### src/sv/mclw_pkg.sv
// ----------------------------------------------------------------------------
// mclw_pkg
// Shared types and constants for the motor command link watchdog.
// ----------------------------------------------------------------------------
package mclw_pkg;

   // register indexes on the configuration port
   localparam logic [1:0] CSR_TIMEOUT_TICKS = 2'd0;
   localparam logic [1:0] CSR_COMMAND_CODE  = 2'd1;
   localparam logic [1:0] CSR_PULSES_FULL   = 2'd2;

   // register reset values
   localparam logic [15:0] TIMEOUT_RESET    = 16'd1000;
   localparam logic [7:0]  COMMAND_RESET    = 8'h55;
   localparam logic [7:0]  PULSES_RESET     = 8'd240;

   // item kinds
   localparam logic REQ_PACKET = 1'b0;
   localparam logic REQ_TICK   = 1'b1;

   // packet checks
   localparam logic signed [15:0] SPEED_MIN = -16'sd1000;
   localparam logic signed [15:0] SPEED_MAX =  16'sd1000;
   localparam logic [7:0]  MASK_MIN  = 8'd1;
   localparam logic [7:0]  MASK_MAX  = 8'd3;

   // watchdog count saturation
   localparam logic [15:0] COUNT_MAX = 16'hFFFF;

   // largest possible target value
   localparam logic [15:0] TARGET_MAX = 16'd65280;

   // target = floor(mag * pulses * 256 / 1000) = floor(32 * p / 125)
   // computed as (p * ceil(2^30 / 125)) >> 25, exact for p below 2^18
   localparam int          PROD_W       = 18;
   localparam int          RECIP_W      = 24;
   localparam int          SCALE_W      = PROD_W + RECIP_W;
   localparam int          SCALE_SHIFT  = 25;
   localparam logic [RECIP_W-1:0] SCALE_RECIP = 24'd8589935;

   // direction pin codes for one motor: bit0 forward, bit1 reverse
   localparam logic [1:0] PINS_OFF     = 2'b00;
   localparam logic [1:0] PINS_FORWARD = 2'b01;
   localparam logic [1:0] PINS_REVERSE = 2'b10;

   // input beat
   typedef struct packed {
      logic               req_type;
      logic [7:0]         cmd_byte;
      logic [7:0]         motor_mask;
      logic signed [15:0] speed;
   } req_data_type;

   // result beat
   typedef struct packed {
      logic        m1_dir_a;
      logic        m1_dir_b;
      logic        m2_dir_a;
      logic        m2_dir_b;
      logic [15:0] m1_target;
      logic [15:0] m2_target;
      logic        drive_off;
      logic        packet_error;
      logic        in_timeout;
   } rsp_data_type;

   // configuration seen by the datapath
   typedef struct packed {
      logic [15:0] timeout_ticks;
      logic [7:0]  command_code;
      logic [7:0]  pulses_full_speed;
   } cfg_type;

   // decoded item held in the input stage
   typedef struct packed {
      logic              is_tick;
      logic              pkt_ok;
      logic              sel_m1;
      logic              sel_m2;
      logic [1:0]        pins;
      logic [PROD_W-1:0] product;
   } stage_type;

endpackage

### src/sv/motor_command_link_watchdog_core.sv
// ----------------------------------------------------------------------------
// motor_command_link_watchdog_core
// Motor command packet checker with a tick driven link watchdog.
// ----------------------------------------------------------------------------
// an accepted beat enters the input stage, then the result register on advance
// throughput: one beat per cycle unless the output stalls; the state update for
//   an item completes in the single logic pass between the input stage and
//   the result register
// reset: configuration returns to its defaults, count, timeout, pins and
//   targets clear, both stages empty
module motor_command_link_watchdog_core import mclw_pkg::*; (
   input  logic         clock,
   input  logic         reset,
   input  logic         req_valid,
   output logic         req_stall,
   input  req_data_type req_data,
   output logic         rsp_valid,
   input  logic         rsp_stall,
   output rsp_data_type rsp_data,
   input  logic         csr_we,
   input  logic [1:0]   csr_index,
   input  logic [15:0]  csr_wdata
);

   cfg_type      cfg;
   stage_type    dec;
   stage_type    stage_ff;
   rsp_data_type rsp_next;
   rsp_data_type out_ff;
   logic         stage_valid_ff, stage_valid_in;
   logic         out_valid_ff,   out_valid_in;
   logic         advance;
   logic         req_accept;

   mclw_csr u_csr (
      .clock     (clock),
      .reset     (reset),
      .csr_we    (csr_we),
      .csr_index (csr_index),
      .csr_wdata (csr_wdata),
      .cfg       (cfg)
   );

   mclw_decode u_decode (
      .req (req_data),
      .cfg (cfg),
      .dec (dec)
   );

   mclw_state u_state (
      .clock   (clock),
      .reset   (reset),
      .advance (advance),
      .stage   (stage_ff),
      .cfg     (cfg),
      .rsp     (rsp_next)
   );

   // pipeline handshake
   assign advance    = stage_valid_ff && (!out_valid_ff || !rsp_stall);
   assign req_stall  = stage_valid_ff && !advance;
   assign req_accept = req_valid && !req_stall;

   always_comb begin
      stage_valid_in = stage_valid_ff;
      if (req_accept) begin
         stage_valid_in = 1'b1;
      end else if (advance) begin
         stage_valid_in = 1'b0;
      end
   end

   always_comb begin
      out_valid_in = out_valid_ff;
      if (advance) begin
         out_valid_in = 1'b1;
      end else if (out_valid_ff && !rsp_stall) begin
         out_valid_in = 1'b0;
      end
   end

   always_ff @(posedge clock) begin
      if (reset) begin
         stage_valid_ff <= 1'b0;
         out_valid_ff   <= 1'b0;
      end else begin
         stage_valid_ff <= stage_valid_in;
         out_valid_ff   <= out_valid_in;
      end
   end

   // input stage and result register payload
   always_ff @(posedge clock) begin
      if (req_accept) begin
         stage_ff <= dec;
      end
      if (advance) begin
         out_ff <= rsp_next;
      end
   end

   assign rsp_valid = out_valid_ff;
   assign rsp_data  = out_ff;

   // shutdown beat always reports the timeout state
   a_drive_off_timeout: assert property (@(posedge clock) disable iff (reset)
      rsp_valid && rsp_data.drive_off |-> rsp_data.in_timeout)
      else $error("drive_off without timeout");

   // a beat is either a shutdown or a packet error, never both
   a_off_err_exclusive: assert property (@(posedge clock) disable iff (reset)
      rsp_valid |-> !(rsp_data.drive_off && rsp_data.packet_error))
      else $error("drive_off and packet_error together");

   // a motor never has both direction pins set
   a_pins_exclusive: assert property (@(posedge clock) disable iff (reset)
      rsp_valid |-> !(rsp_data.m1_dir_a && rsp_data.m1_dir_b) &&
                    !(rsp_data.m2_dir_a && rsp_data.m2_dir_b))
      else $error("both direction pins set");

   // targets stay within the full scale value
   a_target_range: assert property (@(posedge clock) disable iff (reset)
      rsp_valid |-> (rsp_data.m1_target <= TARGET_MAX) &&
                    (rsp_data.m2_target <= TARGET_MAX))
      else $error("target above full scale");

   // input stalls only while the stage holds a beat that cannot move
   a_stall_cause: assert property (@(posedge clock) disable iff (reset)
      req_stall |-> stage_valid_ff && out_valid_ff && rsp_stall)
      else $error("input stalled without cause");

endmodule

### src/sv/mclw_csr.sv
// ----------------------------------------------------------------------------
// mclw_csr
// Configuration registers, written through a plain write port.
// ----------------------------------------------------------------------------
module mclw_csr import mclw_pkg::*; (
   input  logic        clock,
   input  logic        reset,
   input  logic        csr_we,
   input  logic [1:0]  csr_index,
   input  logic [15:0] csr_wdata,
   output cfg_type     cfg
);

   logic [15:0] timeout_ff, timeout_in;
   logic [7:0]  command_ff, command_in;
   logic [7:0]  pulses_ff,  pulses_in;

   // register write decode, unknown indexes ignored
   always_comb begin
      timeout_in = timeout_ff;
      command_in = command_ff;
      pulses_in  = pulses_ff;
      if (csr_we) begin
         unique case (csr_index)
            CSR_TIMEOUT_TICKS: timeout_in = csr_wdata;
            CSR_COMMAND_CODE:  command_in = csr_wdata[7:0];
            CSR_PULSES_FULL:   pulses_in  = csr_wdata[7:0];
            default: ;
         endcase
      end
   end

   always_ff @(posedge clock) begin
      if (reset) begin
         timeout_ff <= TIMEOUT_RESET;
         command_ff <= COMMAND_RESET;
         pulses_ff  <= PULSES_RESET;
      end else begin
         timeout_ff <= timeout_in;
         command_ff <= command_in;
         pulses_ff  <= pulses_in;
      end
   end

   assign cfg.timeout_ticks     = timeout_ff;
   assign cfg.command_code      = command_ff;
   assign cfg.pulses_full_speed = pulses_ff;

endmodule

### src/sv/mclw_decode.sv
// ----------------------------------------------------------------------------
// mclw_decode
// Checks an incoming packet and forms the raw speed product for the target.
// ----------------------------------------------------------------------------
module mclw_decode import mclw_pkg::*; (
   input  req_data_type req,
   input  cfg_type      cfg,
   output stage_type    dec
);

   logic [15:0] speed_abs;
   logic [9:0]  mag;
   logic        cmd_ok;
   logic        mask_ok;
   logic        speed_ok;

   // packet validity
   assign cmd_ok   = (req.cmd_byte == cfg.command_code);
   assign mask_ok  = (req.motor_mask >= MASK_MIN) && (req.motor_mask <= MASK_MAX);
   assign speed_ok = (req.speed >= SPEED_MIN) && (req.speed <= SPEED_MAX);

   // magnitude fits ten bits whenever the speed passes the range check
   assign speed_abs = req.speed[15] ? (16'd0 - req.speed) : req.speed;
   assign mag       = speed_abs[9:0];

   // direction pins from the sign
   always_comb begin
      if (req.speed[15]) begin
         dec.pins = PINS_REVERSE;
      end else if (req.speed != 16'sd0) begin
         dec.pins = PINS_FORWARD;
      end else begin
         dec.pins = PINS_OFF;
      end
   end

   assign dec.is_tick = (req.req_type == REQ_TICK);
   assign dec.pkt_ok  = cmd_ok && mask_ok && speed_ok;
   assign dec.sel_m1  = req.motor_mask[0];
   assign dec.sel_m2  = req.motor_mask[1];
   assign dec.product = PROD_W'(mag) * PROD_W'(cfg.pulses_full_speed);

endmodule

### src/sv/mclw_state.sv
// ----------------------------------------------------------------------------
// mclw_state
// Watchdog count, timeout flag, direction pins and targets; builds the result.
// ----------------------------------------------------------------------------
module mclw_state import mclw_pkg::*; (
   input  logic         clock,
   input  logic         reset,
   input  logic         advance,
   input  stage_type    stage,
   input  cfg_type      cfg,
   output rsp_data_type rsp
);

   logic [15:0]        count_ff,   count_in;
   logic               timeout_ff, timeout_in;
   logic [3:0]         pins_ff,    pins_in;
   logic [15:0]        tgt1_ff,    tgt1_in;
   logic [15:0]        tgt2_ff,    tgt2_in;
   logic [15:0]        count_inc;
   logic [SCALE_W-1:0] scaled;
   logic [15:0]        target;
   logic               drive_off;
   logic               pkt_err;

   // divide by 125 through the reciprocal
   assign scaled = SCALE_W'(stage.product) * SCALE_W'(SCALE_RECIP);
   assign target = scaled[SCALE_SHIFT +: 16];

   // saturating tick count
   assign count_inc = (count_ff == COUNT_MAX) ? count_ff : count_ff + 16'd1;

   // next state for the item in the stage
   always_comb begin
      count_in   = count_ff;
      timeout_in = timeout_ff;
      pins_in    = pins_ff;
      tgt1_in    = tgt1_ff;
      tgt2_in    = tgt2_ff;
      drive_off  = 1'b0;
      pkt_err    = 1'b0;
      if (stage.is_tick) begin
         count_in = count_inc;
         if (!timeout_ff && (count_inc >= cfg.timeout_ticks)) begin
            timeout_in = 1'b1;
            count_in   = 16'd0;
            pins_in    = 4'd0;
            tgt1_in    = 16'd0;
            tgt2_in    = 16'd0;
            drive_off  = 1'b1;
         end
      end else begin
         timeout_in = 1'b0;
         count_in   = 16'd0;
         if (!stage.pkt_ok) begin
            pkt_err = 1'b1;
         end else begin
            if (stage.sel_m1) begin
               tgt1_in      = target;
               pins_in[1:0] = stage.pins;
            end
            if (stage.sel_m2) begin
               tgt2_in      = target;
               pins_in[3:2] = stage.pins;
            end
         end
      end
   end

   always_ff @(posedge clock) begin
      if (reset) begin
         count_ff   <= 16'd0;
         timeout_ff <= 1'b0;
         pins_ff    <= 4'd0;
         tgt1_ff    <= 16'd0;
         tgt2_ff    <= 16'd0;
      end else if (advance) begin
         count_ff   <= count_in;
         timeout_ff <= timeout_in;
         pins_ff    <= pins_in;
         tgt1_ff    <= tgt1_in;
         tgt2_ff    <= tgt2_in;
      end
   end

   // result fields reflect the state after this item
   assign rsp.m1_dir_a     = pins_in[0];
   assign rsp.m1_dir_b     = pins_in[1];
   assign rsp.m2_dir_a     = pins_in[2];
   assign rsp.m2_dir_b     = pins_in[3];
   assign rsp.m1_target    = tgt1_in;
   assign rsp.m2_target    = tgt2_in;
   assign rsp.drive_off    = drive_off;
   assign rsp.packet_error = pkt_err;
   assign rsp.in_timeout   = timeout_in;

endmodule
### config.mk
export PLATFORM = sky130hd
export DESIGN_NAME = motor_command_link_watchdog_core
export DESIGN_NICKNAME = d
export VERILOG_FILES = /design/src/sv/mclw_pkg.sv /design/src/sv/motor_command_link_watchdog_core.sv /design/src/sv/mclw_csr.sv /design/src/sv/mclw_decode.sv /design/src/sv/mclw_state.sv
export SDC_FILE = /design/constraint.sdc
export NUM_CORES = 1
export LEC_CHECK = 0
export ABC_AREA = 1
export BUFFER_PORTS_ARGS = -buffer_cell sky130_fd_sc_hd__buf_4
export CAP_MARGIN = 10
export CORE_MARGIN = 2
export CORE_UTILIZATION = 58
export CTS_CLUSTER_SIZE = 28
export DETAILED_ROUTE_END_ITERATION = 6
export GPL_TIMING_DRIVEN = 0
export PLACE_DENSITY = 0.79
export SYNTH_ARGS = -nofsm -noshare
export SYNTH_HDL_FRONTEND = slang
export SYNTH_SLANG_ARGS = --single-unit
### constraint.sdc
create_clock -name clock -period 5 [get_ports clock]
set_input_delay 0.5 -clock clock [delete_from_list [all_inputs] [get_ports clock]]
set_output_delay 0.5 -clock clock [all_outputs]
set_load 0.02 [all_outputs]
* After elaboration in Yosys (flattened, before gate mapping)
Index checks and enable logic that the tools add are counted.
** Word-level totals
- Word-level logic and storage cells :: 86
- Bits of input ports :: 56
- Output and inout port bits :: 41
- Register bits after elaboration :: 150
** Operators by class
- Magnitude comparators :: 5
- Mux-type cells :: 26
- $mul :: 2
- Reduce and logical (&&, ||, !) cells :: 22
- Add/subtract/negate cells :: 2
- Eq/ne operators :: 4
** Operator list (number)
- 2-to-1 mux 16 bit :: 11
- multiplier 18 x 24 -> 41 bit, second input constant :: 1
- multiplier 10 x 8 -> 18 bit :: 1
- adder 16 x 1 -> 16 bit, second input constant :: 1
- == test 16 bit, second input constant :: 1
- >= comparator 16 x 11 -> 1 bit, second input constant :: 1
- >= comparator 16 bit :: 1
- <= comparator 16 x 11 -> 1 bit, second input constant :: 1
- nonzero test 16 bit :: 1
- 2-to-1 mux 4 bit :: 3
- 2-to-1 mux 10 bit :: 1
- subtractor 1 x 10 -> 10 bit, first input constant :: 1
- logical AND 1 bit :: 9
- 2-to-1 mux 1 bit :: 9
- == test 8 bit :: 1
- >= comparator 8 x 1 -> 1 bit, second input constant :: 1
- <= comparator 8 x 2 -> 1 bit, second input constant :: 1
- AND reduction 2 bit :: 3
- logical NOT 1 bit :: 5
- 2-to-1 mux 2 bit :: 2
- nonzero test 2 bit :: 2
- == test 2 x 1 -> 1 bit, second input constant :: 1
- == test 2 bit, second input constant :: 1
- logical NOT 2 bit :: 1
- logical OR 1 bit :: 1

* Logic depth before layout (Yosys ltp)
- Depth in word-level cells :: 8
- Depth in mapped cells :: 29
- Depth with buffers taken out :: 29

* Cells and area by module
A second synthesis with hierarchy kept.
** Second synthesis, totals
- Cell total of the unflattened synthesis :: 2351
- Area total of the unflattened synthesis :: 17723.2 sq um
** By module, submodules not included
- mclw_state :: times used 1, cells an instance 1541, area each 10842.9 sq um, sequential area each 1061.0 sq um
- mclw_decode :: times used 1, cells an instance 551, area each 3487.1 sq um, sequential area each 0.0 sq um
- motor_command_link_watchdog_core :: times used 1, cells an instance 75, area each 1983.2 sq um, sequential area each 1931.9 sq um
- mclw_csr :: times used 1, cells an instance 184, area each 1410.1 sq um, sequential area each 640.6 sq um

* Worst setup path after synthesis
Ideal clock, no wire load.
- Path type :: input to register
- Start :: input port req_data[0] (netlist bit)
- End :: register stage_ff[15] (netlist bit), data pin
- Slack :: -0.247 ns
- Data arrival time :: 4.982 ns
- Stages on the path :: 21
- Required time :: 4.735 ns
- Setup time :: 0.265 ns
- Buffers on the path :: 1
- Cell sequence :: buf_2 -> inv_1 -> ha_1 -> inv_1 -> nor2_1 -> nand2_1 -> o21ai_1 -> xor2_1 -> nand2_1 -> fa_1 -> inv_1 -> fa_1 -> fa_1 -> fa_1 -> ha_1 -> a21oi_1 -> o21ai_0 -> o21bai_1 -> a31oi_1 -> o21ai_0 -> xor2_1
** RTL lines
- start, declared :: RTL line motor_command_link_watchdog_core.sv:16 : input req_data_type req_data,
- end signal, assigned :: RTL line motor_command_link_watchdog_core.sv:95 : stage_ff <= dec;
- end, declared :: RTL line motor_command_link_watchdog_core.sv:27 : stage_type stage_ff;

==> summary.txt <==
STA
  – Final setup fails: 64
  – Tcrit/Tclk final: 109%
  – Layout Skew: around 0.015 ns
  – Setup TNS: -22.77 ns
  – Slew Limit Fails: 0
  – FMAX: 183 MHz
  – Final Hold Fails: 0
  – RSZ-0062 raised after global routing: true
  – Max-slew headroom: 39.2%
  – Fin worst setup slack: -0.471 ns
  – Worst slew pin tran: 0.912 ns
  – Fin crit period: ~5.5 ns

Clock tree
  – CTS buffer count: 17
  – H-tree level count: 4
  – Clk buf depth: 2
  – CTS tree: built
  – Clk slew on worst S/H paths: 0.08 ns
  – Root Buffer: clkbuf_16
  – Worst-Skew Late Latency: 0.44 ns
  – Clock sinks: 150
  – CTS Hold Bufs: 0

Global route
  – GRT Overall Usage: between 20 and 30%
  – Vias in the first global route: 15100
  – Largest net degree at the start of global routing: 41
  – First-pass GRT wire length: 72.4 mm
  – GRT overflow: 0
  – Initial antenna violation count: 0

Route
  – Initial DRC Count: 1358
  – Drt first pass iters: 7
  – Routed wire length: between 40 and 50 mm
  – Residual DRC: 1
  – Antenna-violating nets left: 0
  – Via Count: 15000
  – Vias per Instance: 5.55
  – WL per Instance: around 17 um

Yosys
  – Main combinational cell family by area after synthesis: adder cells
  – Top-area cell type share of the netlist area: 19.4%
  – Synth unique cells: 53
  – Post-synthesis cell count: approximately 2100
  – Post-synthesis xor/xnor area fraction: 1.77%
  – Largest area contributor in the netlist: fa_1
  – Mapped Area: 16800 um2
  – Adder-cell share of the synthesized area: 35.8%
  – Multiplexer share of the synthesized area: 0%
  – Post-Syn Nets: 2571
  – Ys flop type: dfxtp_1
  – Yosys warning total: 0
  – Compound-Gate Fraction of Synth Area: a little under a tenth
  – Ranking of synthesized cells by area: fa_1 19%, ha_1 16%, edfxtp_1 11%
  – Asr flop ratio synth: 0%
  – Mean post-synth cell area: 7.87 um2
  – Post-synthesis sequential area ratio: 21.6%
  – Post-Synth Simple-Gate Area: 19.0%
  – Post-synth EDFFs: 63
  – #FFs+latches synth: 150

Worst setup path
  – Crit path largest cell delay: between 0.6 and 0.7 ns
  – CP Launch Type: flip-flop
  – Worst-path cell chain: fa_2, fa_1, inv_1, fa_1, fa_1, inv_1, fa_1, inv_1, fa_1, inv_2, ha_4, a21oi_4, o21ai_2, a21oi_2, nor2_1, nor2_2, nand2_1, nand2_2, nand3_2, nand2_2, nand2_2
  – Critical Path Slowest Stage Cell: fa_2
  – CP max FO: 5
  – Worst EP required: 5.17 ns
  – Worst path most repeated cell: fa_1
  – Worst Path Arrival: 5.65 ns
  – Critical path class: flip-flop to flip-flop
  – Worst setup EP type: flip-flop

Floorplan
  – Initial Utilization: approximately three fifths
  – Std-Cell Core Area: 28600 um2
  – Die span in x: 174 um
  – Die footprint: 30300 um2
  – # rows: 62
  – I/O pin cnt: 97
  – Die height: 174 um

Finish
  – Layout cell share with drive strength beyond 1: between 20% and 30%
  – Diodes inserted: 0
  – Synth-to-layout area growth: 21.6%
  – Final nets: roughly 2700

Place
  – Hpwl dp: 35.0 mm
  – Routability cong.: 0.998
  – I/O Buffers: 94

Hold path
  – Hold/Removal Path Class: primary input to flip-flop

Status
  – Status: complete, but fails checks
  – Failing checks: DRC, setup timing

Job
  – Max Cap Viol: 0
==> cells in the final DEF, fill, tap and decap left out, types with 26 or more instances in the layout <==
| master | n |
|---|---|
| nand2_2 | 64 |
| edfxtp_1 | 63 |
| nor2_2 | 26 |
| ha_1 | 193 |
| fa_1 | 153 |
| inv_1 | 478 |
| nand2_1 | 318 |
| clkbuf_1 | 29 |
| dfxtp_1 | 87 |
| a21oi_1 | 126 |
| buf_4 | 152 |
| o21ai_0 | 50 |
| inv_2 | 28 |
| nand3_1 | 108 |
| nor2_1 | 111 |
| nand3_2 | 34 |
==> state kept, by name (all words and copies together), names as in the netlist <==
register and flops:
stage_ff 24, u_csr.timeout_ff 16, u_state.pins_ff 4, rsp_valid 1, rsp_data 39, u_csr.command_ff 8
u_state.tgt1_ff 16, u_csr.pulses_ff 8, u_state.timeout_ff 1, stage_valid_ff 1, u_state.tgt2_ff 16, u_state.count_ff 16
==> logic make-up after synthesis <==
family	count (synthesis)
adders and majority gates	382
buffers and inverters	551
xor gates and xnor gates	33
AOI/OAI and AO/OA	279
and+or+nand+nor	738
DFF	150
==> routing by layer <==
layer	wire [um]	vias to the layer above	track usage [%]
met5	0	-	0
met4	1730	0	10.1
met3	2420	144	3.13
met2	22900	573	53.5
met1	18900	7249	37.1
li1	-	7062	-
==> path summary, 6_finish.rpt <==
path,slack (ns),cells past startpoint,start,endpoint
max,-0.47,21,stage_ff[15],rsp_data[9]
min,0.24,1,req_data[32],stage_ff[23]
max reg2reg,-0.47,21,stage_ff[15],rsp_data[9]
min reg2reg,0.47,2,u_csr.timeout_ff[15],u_csr.timeout_ff[15]
==> synthesized netlist by cell type, types with 4 or more instances <==
| cell type | number |
|---|---|
| o21ai_1 | 8 |
| o21ai_0 | 66 |
| edfxtp_1 | 63 |
| fa_1 | 163 |
| nand4_1 | 12 |
| a21oi_2 | 8 |
| inv_1 | 501 |
| nor3_1 | 19 |
| dfxtp_1 | 87 |
| nand3_1 | 138 |
| xor2_1 | 24 |
| buf_1 | 4 |
| a21oi_1 | 149 |
| nand2_2 | 5 |
| nor3_2 | 7 |
| nor2_1 | 142 |
| o21bai_1 | 8 |
| o211ai_1 | 19 |
| xnor2_1 | 8 |
| nor2_2 | 6 |
| ha_1 | 219 |
| o21a_1 | 4 |
| nand2_1 | 386 |
| inv_2 | 8 |
| nand3_2 | 5 |
| clkbuf_1 | 31 |
| a31oi_1 | 5 |
==> layout make-up <==
cell class / instances / area [um2]
clock buffers: 18 / 450
flip-flops and latches: 150 / 3630
clock inverters: 14 / 173
inverters: 511 / 1930
well taps: 384 / 480
plain buffers: 40 / 179
multi-input cells: 1432 / 12300
fillers: 2152 / 8220
repair buffers: 158 / 1230
==> timing repair <==
item,in CTS,in global routing
buffers inserted,35,29
gates resized for setup,129,175
endpoints found under the setup margin,67,71
pin swaps,55,108
==> critical path: cells and delay by family (launching register included) <==
family	cells	cell delay, ns
buffers and inverters	4	0.23
AO/OA/AOI/OAI	3	0.49
flip-flops	1	0.53
adder cells (fa/ha/maj)	7	3.19
AND/OR/NAND/NOR	7	0.76
==> metrics by stage <==
step,instance area (um2),setup slack (ns),util (%),cells,hold WS (ns)
global placement,18100,-0.703,63.2,2611,0.454
CTS,19500,-0.382,68.1,2679,0.237
global route,20400,-0.610,71.3,2707,0.243
floorplan,16900,-0.0202,-,2133,0.435
detailed placement,18100,-0.821,63.3,2612,0.462
finish,20400,-0.471,71.3,2707,0.241
Power is not shown: default switching activity piles up to over one toggle a cycle in this logic, so the estimate is an artifact.
